--- config.mk ---
export PLATFORM = sky130hd
export DESIGN_NAME = sio_command_host_engine
export DESIGN_NICKNAME = d
export VERILOG_FILES = /design/src/hw/rtl/sche_pkg.sv /design/src/hw/rtl/sche_front.sv /design/src/hw/rtl/sche_queue.sv /design/src/hw/rtl/sche_back.sv /design/src/hw/rtl/sio_command_host_engine.sv
export SDC_FILE = /design/constraint.sdc
export NUM_CORES = 1
export LEC_CHECK = 0
export BUFFER_PORTS_ARGS = -buffer_cell sky130_fd_sc_hd__buf_4
export CAP_MARGIN = 30
export CORE_UTILIZATION = 61
export CTS_CLUSTER_SIZE = 25
export DETAILED_ROUTE_END_ITERATION = 8
export PLACE_DENSITY = 0.8
export SLEW_MARGIN = 20
export SYNTH_ARGS = -nofsm -noshare
export SYNTH_HDL_FRONTEND = slang
export SYNTH_SLANG_ARGS = --single-unit
--- constraint.sdc ---
create_clock -name i_clk -period 9.5 [get_ports i_clk]
set_clock_uncertainty 0.1 [all_clocks]
set_input_delay 1.425 -clock i_clk [delete_from_list [all_inputs] [get_ports i_clk]]
set_output_delay 1.425 -clock i_clk [all_outputs]
set_load 0.01 [all_outputs]
--- src/hw/rtl/sche_pkg.sv ---
`timescale 1ns / 1ps
// Shared types, codes and a helper function for the SIO command host engine.
package sche_pkg;

    localparam int LENGTH_WIDTH = 16;
    localparam int FRAME_BYTES  = 4;
    localparam int JOB_BYTES    = FRAME_BYTES + 1;
    localparam int QDEPTH       = 4;
    localparam int QAW          = $clog2(QDEPTH);

    localparam logic [1:0] OP_START   = 2'd0;
    localparam logic [1:0] OP_RX      = 2'd1;
    localparam logic [1:0] OP_PAYLOAD = 2'd2;

    localparam logic [1:0] MODE_READ  = 2'd1;
    localparam logic [1:0] MODE_WRITE = 2'd2;

    localparam logic [1:0] KIND_TX     = 2'd0;
    localparam logic [1:0] KIND_DTR    = 2'd1;
    localparam logic [1:0] KIND_RD     = 2'd2;
    localparam logic [1:0] KIND_STATUS = 2'd3;

    localparam logic [7:0] CH_NAK  = 8'h4E;
    localparam logic [7:0] CH_CMPL = 8'h43;

    typedef struct packed {
        logic [1:0]  operation;
        logic [7:0]  device_id;
        logic [7:0]  command_code;
        logic [7:0]  aux_one;
        logic [7:0]  aux_two;
        logic [1:0]  transfer_mode;
        logic [15:0] transfer_length;
        logic [7:0]  data_byte;
    } t_in_word;

    typedef struct packed {
        logic [1:0] kind;
        logic [7:0] byte_value;
        logic       dtr_level;
        logic       last;
    } t_out_word;

    // One queued job: a full command frame, a pair of transmit bytes, or one result.
    typedef struct packed {
        logic                       frame;
        logic                       pair;
        logic [1:0]                 kind;
        logic [JOB_BYTES-1:0][7:0]  bytes;
    } t_job;

    function automatic logic [7:0] sum_add(input logic [7:0] acc, input logic [7:0] b);
        logic [8:0] t;
        t = {1'b0, acc} + {1'b0, b};
        return t[7:0] + {7'd0, t[8]};
    endfunction

endpackage

--- src/hw/rtl/sche_front.sv ---
`timescale 1ns / 1ps
// Front end: accepts input words, tracks the exchange phase and issues jobs.
module sche_front import sche_pkg::*; (
    input  logic     i_clk,
    input  logic     i_rst_n,
    input  logic     i_accept,
    input  t_in_word i_word,
    output logic     o_push,
    output t_job     o_job
);

    typedef enum logic [2:0] {
        PH_IDLE, PH_FIRST, PH_CMPL, PH_RDATA, PH_RSUM, PH_WDATA, PH_WACK, PH_FINAL
    } t_phase;

    t_phase                  r_phase, n_phase;
    logic [1:0]              r_mode, n_mode;
    logic [LENGTH_WIDTH-1:0] r_left, n_left;
    logic [7:0]              r_sum, n_sum;
    logic [LENGTH_WIDTH-1:0] left_dec;
    logic [7:0]              frame_ck;
    logic [7:0]              sum_next;

    assign left_dec = r_left - LENGTH_WIDTH'(1);
    assign sum_next = sum_add(r_sum, i_word.data_byte);
    assign frame_ck = sum_add(sum_add(sum_add(i_word.device_id, i_word.command_code),
                                      i_word.aux_one), i_word.aux_two);

    always_comb begin
        n_phase = r_phase;
        n_mode  = r_mode;
        n_left  = r_left;
        n_sum   = r_sum;
        o_push  = 1'b0;
        o_job   = '0;
        if (i_accept) begin
            unique case (i_word.operation)
                OP_START: begin
                    n_mode          = i_word.transfer_mode;
                    n_left          = i_word.transfer_length[LENGTH_WIDTH-1:0];
                    n_sum           = 8'd0;
                    n_phase         = PH_FIRST;
                    o_push          = 1'b1;
                    o_job.frame     = 1'b1;
                    o_job.bytes[0]  = i_word.device_id;
                    o_job.bytes[1]  = i_word.command_code;
                    o_job.bytes[2]  = i_word.aux_one;
                    o_job.bytes[3]  = i_word.aux_two;
                    o_job.bytes[4]  = frame_ck;
                end
                OP_RX: begin
                    unique case (r_phase)
                        PH_FIRST: begin
                            if (r_mode == MODE_READ || r_mode == MODE_WRITE) begin
                                priority if (i_word.data_byte == CH_NAK) begin
                                    o_push         = 1'b1;
                                    o_job.kind     = KIND_STATUS;
                                    o_job.bytes[0] = i_word.data_byte;
                                    n_phase        = PH_IDLE;
                                end else if (r_mode == MODE_READ) begin
                                    n_phase = PH_CMPL;
                                end else if (r_left == '0) begin
                                    o_push         = 1'b1;
                                    o_job.kind     = KIND_TX;
                                    o_job.bytes[0] = r_sum;
                                    n_phase        = PH_WACK;
                                end else begin
                                    n_phase = PH_WDATA;
                                end
                            end else begin
                                n_phase = PH_FINAL;
                            end
                        end
                        PH_CMPL: begin
                            if (i_word.data_byte == CH_CMPL) begin
                                n_phase = (r_left == '0) ? PH_RSUM : PH_RDATA;
                            end else begin
                                o_push         = 1'b1;
                                o_job.kind     = KIND_STATUS;
                                o_job.bytes[0] = i_word.data_byte;
                                n_phase        = PH_IDLE;
                            end
                        end
                        PH_RDATA: begin
                            o_push         = 1'b1;
                            o_job.kind     = KIND_RD;
                            o_job.bytes[0] = i_word.data_byte;
                            n_left         = left_dec;
                            if (left_dec == '0) begin
                                n_phase = PH_RSUM;
                            end
                        end
                        PH_RSUM: begin
                            o_push         = 1'b1;
                            o_job.kind     = KIND_STATUS;
                            o_job.bytes[0] = CH_CMPL;
                            n_phase        = PH_IDLE;
                        end
                        PH_WACK: begin
                            if (i_word.data_byte == CH_NAK) begin
                                o_push         = 1'b1;
                                o_job.kind     = KIND_STATUS;
                                o_job.bytes[0] = i_word.data_byte;
                                n_phase        = PH_IDLE;
                            end else begin
                                n_phase = PH_FINAL;
                            end
                        end
                        PH_FINAL: begin
                            o_push         = 1'b1;
                            o_job.kind     = KIND_STATUS;
                            o_job.bytes[0] = i_word.data_byte;
                            n_phase        = PH_IDLE;
                        end
                        default: begin
                        end
                    endcase
                end
                OP_PAYLOAD: begin
                    if (r_phase == PH_WDATA) begin
                        o_push         = 1'b1;
                        o_job.kind     = KIND_TX;
                        o_job.bytes[0] = i_word.data_byte;
                        n_sum          = sum_next;
                        n_left         = left_dec;
                        if (left_dec == '0) begin
                            o_job.pair     = 1'b1;
                            o_job.bytes[1] = sum_next;
                            n_phase        = PH_WACK;
                        end
                    end
                end
                default: begin
                end
            endcase
        end
    end

    always_ff @(posedge i_clk) begin
        if (!i_rst_n) begin
            r_phase <= PH_IDLE;
            r_mode  <= 2'd0;
            r_left  <= '0;
            r_sum   <= 8'd0;
        end else begin
            r_phase <= n_phase;
            r_mode  <= n_mode;
            r_left  <= n_left;
            r_sum   <= n_sum;
        end
    end

endmodule

--- src/hw/rtl/sche_queue.sv ---
`timescale 1ns / 1ps
// Short job queue between the front end and the result sequencer.
module sche_queue import sche_pkg::*; (
    input  logic i_clk,
    input  logic i_rst_n,
    input  logic i_push,
    input  t_job i_job,
    input  logic i_pop,
    output logic o_full,
    output logic o_head_valid,
    output t_job o_head
);

    t_job         r_mem [QDEPTH];
    logic [QAW-1:0] r_wr_ptr, r_rd_ptr;
    logic [QAW:0]   r_count;
    logic           do_push, do_pop;

    assign o_full       = (r_count == (QAW+1)'(QDEPTH));
    assign o_head_valid = (r_count != '0);
    assign o_head       = r_mem[r_rd_ptr];
    assign do_push      = i_push && !o_full;
    assign do_pop       = i_pop && o_head_valid;

    always_ff @(posedge i_clk) begin
        if (do_push) begin
            r_mem[r_wr_ptr] <= i_job;
        end
    end

    always_ff @(posedge i_clk) begin
        if (!i_rst_n) begin
            r_wr_ptr <= '0;
            r_rd_ptr <= '0;
            r_count  <= '0;
        end else begin
            if (do_push) begin
                r_wr_ptr <= r_wr_ptr + QAW'(1);
            end
            if (do_pop) begin
                r_rd_ptr <= r_rd_ptr + QAW'(1);
            end
            r_count <= r_count + (QAW+1)'(do_push) - (QAW+1)'(do_pop);
        end
    end

endmodule

--- src/hw/rtl/sche_back.sv ---
`timescale 1ns / 1ps
// Back end: expands queued jobs into result words behind an output register.
module sche_back import sche_pkg::*; (
    input  logic      i_clk,
    input  logic      i_rst_n,
    input  logic      i_head_valid,
    input  t_job      i_head,
    output logic      o_pop,
    input  logic      i_stall,
    output logic      o_valid,
    output t_out_word o_word
);

    logic [2:0] r_idx, n_idx;
    logic       r_valid;
    t_out_word  r_word;
    t_out_word  cur;
    logic       load;
    logic [2:0] sel;

    assign sel = r_idx - 3'd1;

    always_comb begin
        cur = '0;
        if (i_head.frame) begin
            unique case (r_idx)
                3'd0: begin
                    cur.kind      = KIND_DTR;
                    cur.dtr_level = 1'b1;
                end
                3'd1, 3'd2, 3'd3, 3'd4, 3'd5: begin
                    cur.kind       = KIND_TX;
                    cur.byte_value = i_head.bytes[sel];
                end
                3'd6: begin
                    cur.kind = KIND_DTR;
                    cur.last = 1'b1;
                end
                default: begin
                end
            endcase
        end else if (i_head.pair) begin
            cur.kind       = KIND_TX;
            cur.byte_value = r_idx[0] ? i_head.bytes[1] : i_head.bytes[0];
            cur.last       = r_idx[0];
        end else begin
            cur.kind       = i_head.kind;
            cur.byte_value = i_head.bytes[0];
            cur.last       = 1'b1;
        end
    end

    assign load  = i_head_valid && (!r_valid || !i_stall);
    assign o_pop = load && cur.last;
    assign n_idx = o_pop ? 3'd0 : (r_idx + 3'd1);

    always_ff @(posedge i_clk) begin
        if (!i_rst_n) begin
            r_idx   <= 3'd0;
            r_valid <= 1'b0;
        end else begin
            if (load) begin
                r_idx   <= n_idx;
                r_valid <= 1'b1;
            end else if (!i_stall) begin
                r_valid <= 1'b0;
            end
        end
    end

    always_ff @(posedge i_clk) begin
        if (load) begin
            r_word <= cur;
        end
    end

    assign o_valid = r_valid;
    assign o_word  = r_word;

endmodule

--- src/hw/rtl/sio_command_host_engine.sv ---
`timescale 1ns / 1ps
// Top level of the SIO command host engine: front end, job queue and back end.
// With the queue empty, an accepted word passes the job queue and then the output register.
// Throughput: one input word per cycle while the four-entry job queue has room.
// Results leave the output register one per cycle when not stalled; a start yields seven.
// Reset is synchronous and active low; it empties the queue and returns the phase to idle.
module sio_command_host_engine import sche_pkg::*; (
    input  logic      i_clk,
    input  logic      i_rst_n,
    input  logic      i_in_valid,
    output logic      o_in_stall,
    input  t_in_word  i_in_word,
    output logic      o_out_valid,
    input  logic      i_out_stall,
    output t_out_word o_out_word
);

    logic push, pop, full, head_valid;
    t_job job, head;

    assign o_in_stall = full;

    sche_front u_front (
        .i_clk    (i_clk),
        .i_rst_n  (i_rst_n),
        .i_accept (i_in_valid && !full),
        .i_word   (i_in_word),
        .o_push   (push),
        .o_job    (job)
    );

    sche_queue u_queue (
        .i_clk        (i_clk),
        .i_rst_n      (i_rst_n),
        .i_push       (push),
        .i_job        (job),
        .i_pop        (pop),
        .o_full       (full),
        .o_head_valid (head_valid),
        .o_head       (head)
    );

    sche_back u_back (
        .i_clk        (i_clk),
        .i_rst_n      (i_rst_n),
        .i_head_valid (head_valid),
        .i_head       (head),
        .o_pop        (pop),
        .i_stall      (i_out_stall),
        .o_valid      (o_out_valid),
        .o_word       (o_out_word)
    );

endmodule

==> flow_summary.toml <==
[run]
cap_violations = 0

[synthesis]
synth_ff_type = "edfxtp_1"
syn_area_mm2 = 0.0124
async_flop_share = 0
synth_compound_area_frac = 0.119
yosys.area_share.xor_xnor = 0.0341
synthCells = 1005
ys_ff_latch = 230
ys_warn_count = 0
synth_seq_area_share = 0.524
synth_top_family_by_area = "simple AND/OR/NAND/NOR gates"
synth-adder-area-share = 0.0687
syn_area_per_cell_um2 = 12.3
synth.area.mux_share = 0.0998
syn_nets = 1134
synth_top_cell_by_area = "edfxtp_1"
synth-simple-area-share = 0.130
synth_edf_count = 188
yosysTopAreaCellShare = 0.456
ys_types = 75
synthTopCellsByArea = "edfxtp_1 (46%), mux4_2 (8.4%), dfxtp_1 (6.8%)"

[sta]
finalHoldViolations = 0
tightest_slew_ns = 0.894
rsz0062_at_grt = "no"
hold_ws_ns = 0.366
fin_crit_ns = 7.82
fmax_mhz = 128
tns_ns = 0
timing.final.max_slew_violations = 0
relSlewSlack = 0.403
setup_viol = 0
period_share = 0.823

[worst_setup_path]
crit_required_ns = 9.75
critPathMostFrequentCell = "ha_1"
crit_path_top_delay_cell = "or4b_2"
critPathKind = "in -> reg"
crit_fanout = 4
worstReg2RegStart = "u_front.r_left[0]"
r2r_end = "u_queue.r_mem[0][34]"
arrival_ns = 8.06
endpoint_kind = "flop"
critPathTopFamily = "adder cells"
start_kind = "input pin"
rrSetupSlack_ns = 5.33
crit_buf_inv = 1
cpPeakStageDelay_ns = 0.63
rr_worst_depth = 9
cp.depth = 33

[place]
hpwl_um = 19700
gp_congestion = 0.923
portBuffers = 77

[route]
drc = 0
dr.pass1.iters = 6
via_per_inst = 6.53
drt_wl_total_um = 29000
dr_total_vias = 8806
drt_iter0_drc = 1058
antenna_left = 0
routedWlPerCell_um = 21.5

[clocking]
cts_buffers = 23
cts-root-buf = "clkbuf_16"
clockBufferDepth = 3
ctsHoldBuffers = 0
cts_tree = "built"
ctsResizeCount = 0
h-tree-depth = 1
clkTransAtPathRegs_ns = 0.06
post-cts-setup-buffers = 0
cts_sinks = 230
clock_latency_ns = 0.51

[layout]
num-fill-cells = 1386
fin_nets = 1198
antennaDiodeCount = 0
drive_above_1_share = 0.181
syn2layout_area_growth_pct = 12.3
multi_input_comb_area_mm2 = 0.00559
seq_area_mm2 = 0.00649

[global_route]
grt_overflow_total = 0
grt_use_total = 0.292
grt_pass1_vias = 8428
grt_max_degree = 45
antenna_found_initial = 0
grt_pass1_wl_um = 45500

[worst_hold_path]
min_from = "u_front.r_mode[1]"
hold_depth = 2
min_to = "u_front.r_mode[1]"
hp-class = "reg -> reg"

[floorplanning]
die_w_um = 144
dieArea_mm2 = 0.0209
die_y_um = 144
rows = 51
core_mm2 = 0.0197
io_pins = 78
start_util = 0.630

[pwr]
power_density_mw_per_mm2 = 216
ir_drop_mv = 0.147
power_leakage_nw = 5.12

[status]
status = "completed"
==> worst max path at each step <==
stage                        from                    to  slack, ns
floorplan           i_in_word[42]  u_queue.r_mem[0][39]       2.01
global placement    i_in_word[42]  u_queue.r_mem[0][39]       1.58
detailed placement  i_in_word[42]  u_queue.r_mem[3][39]       1.42
CTS                 i_in_word[42]  u_queue.r_mem[1][39]       1.81
global route        i_in_word[42]  u_queue.r_mem[1][39]       1.16
finish              i_in_word[42]  u_queue.r_mem[1][39]       1.68
==> cell families (layout without fill, tap and decap cells) <==
group	count (synthesis)	in the layout
muxes	66	66
DFF	230	230
adders and majority gates	65	65
xor gates and xnor gates	45	45
buffers and inverters	76	155
and+or+nand+nor	302	302
AOI/OAI and AO/OA	221	221
==> tightest hold or removal path, delay by kind of cell (launching register included) <==
family | cells | cell delay [ns]
AOI/OAI and AO/OA | 1 | 0.06
DFF | 1 | 0.31
and+or+nand+nor | 1 | 0.05
==> report_power, final <==
part           internal [mW]  total, mW  switching, mW  leakage, nW
clock                  0.528      0.900          0.372        0.363
combinational          0.388      0.917          0.529         2.67
sequential              1.15       1.19         0.0383         2.10
total                   2.07       3.01          0.939         5.12
==> state kept, by name, summed over array words and instances, names as in the netlist, named ones only <==
register,count
u_queue.r_wr_ptr,2
u_front.r_phase,3
u_queue.r_rd_ptr,2
u_queue.r_mem,176
u_back.r_idx,3
u_front.r_sum,8
u_back.o_valid,1
u_front.r_left,16
u_queue.r_count,3
u_front.r_mode,2
u_back.o_word,12
==> final cells by class <==
| cell class | count | area share |
|---|---|---|
| Clock buffer | 27 | 0.0424 |
| Sequential cell | 230 | 0.466 |
| Inverter | 27 | 0.00728 |
| Tap cell | 265 | 0.0238 |
| Clock inverter | 13 | 0.0109 |
| Multi-Input combinational cell | 699 | 0.402 |
| Timing Repair Buffer | 88 | 0.0475 |
==> cells in the mapped netlist (all sizes together), types with 11 or more instances <==
| cell | number |
|---|---|
| nand2 | 78 |
| a21o | 15 |
| a22oi | 21 |
| edfxtp | 188 |
| xnor2 | 20 |
| inv | 26 |
| mux4 | 46 |
| a21oi | 54 |
| o22ai | 13 |
| buf | 11 |
| nand3 | 24 |
| clkbuf | 38 |
| o21ai | 43 |
| and2 | 26 |
| ha | 60 |
| nor2b | 18 |
| dfxtp | 42 |
| nor2 | 55 |
| mux2i | 20 |
| and3 | 26 |
| nor3 | 27 |
| xor2 | 23 |
==> layer usage <==
layer  vias to the layer above  GRT usage  share of wire  wire length (um)
li1                       3989          -              -                 -
met1                      4224      0.404           0.40             11600
met2                       511      0.463           0.47             13700
met3                        82     0.0579          0.096              2780
met4                         0      0.101          0.032               922
met5                         -          0              0                 0
==> cells in the final DEF (no fill, tap or decap), types with 21 or more instances in the layout <==
master / instances
ha_1: 60
o21ai_0: 41
clkbuf_16: 23
edfxtp_1: 188
nand2_1: 78
nor2_1: 55
a21oi_1: 54
mux4_2: 46
inv_1: 26
buf_4: 88
nand3_1: 24
xor2_1: 23
nor3_1: 26
a22oi_1: 21
and3_1: 26
dfxtp_1: 40
==> through the flow <==
stage          utilization  power, mW  cell area, um^2  cells  worst slack [ns]
6_report             0.708       3.01            13900   1349              1.68
2_1_floorplan            -       1.85            12400   1005              2.01
3_3_place_gp         0.670       2.08            13200   1309              1.58
5_1_grt              0.708       3.15            13900   1349              1.16
3_5_place_dp         0.670       2.10            13200   1309              1.42
4_1_cts              0.708       3.00            13900   1349              1.81
No activity file was read; power rests on OpenSTA's default activity.
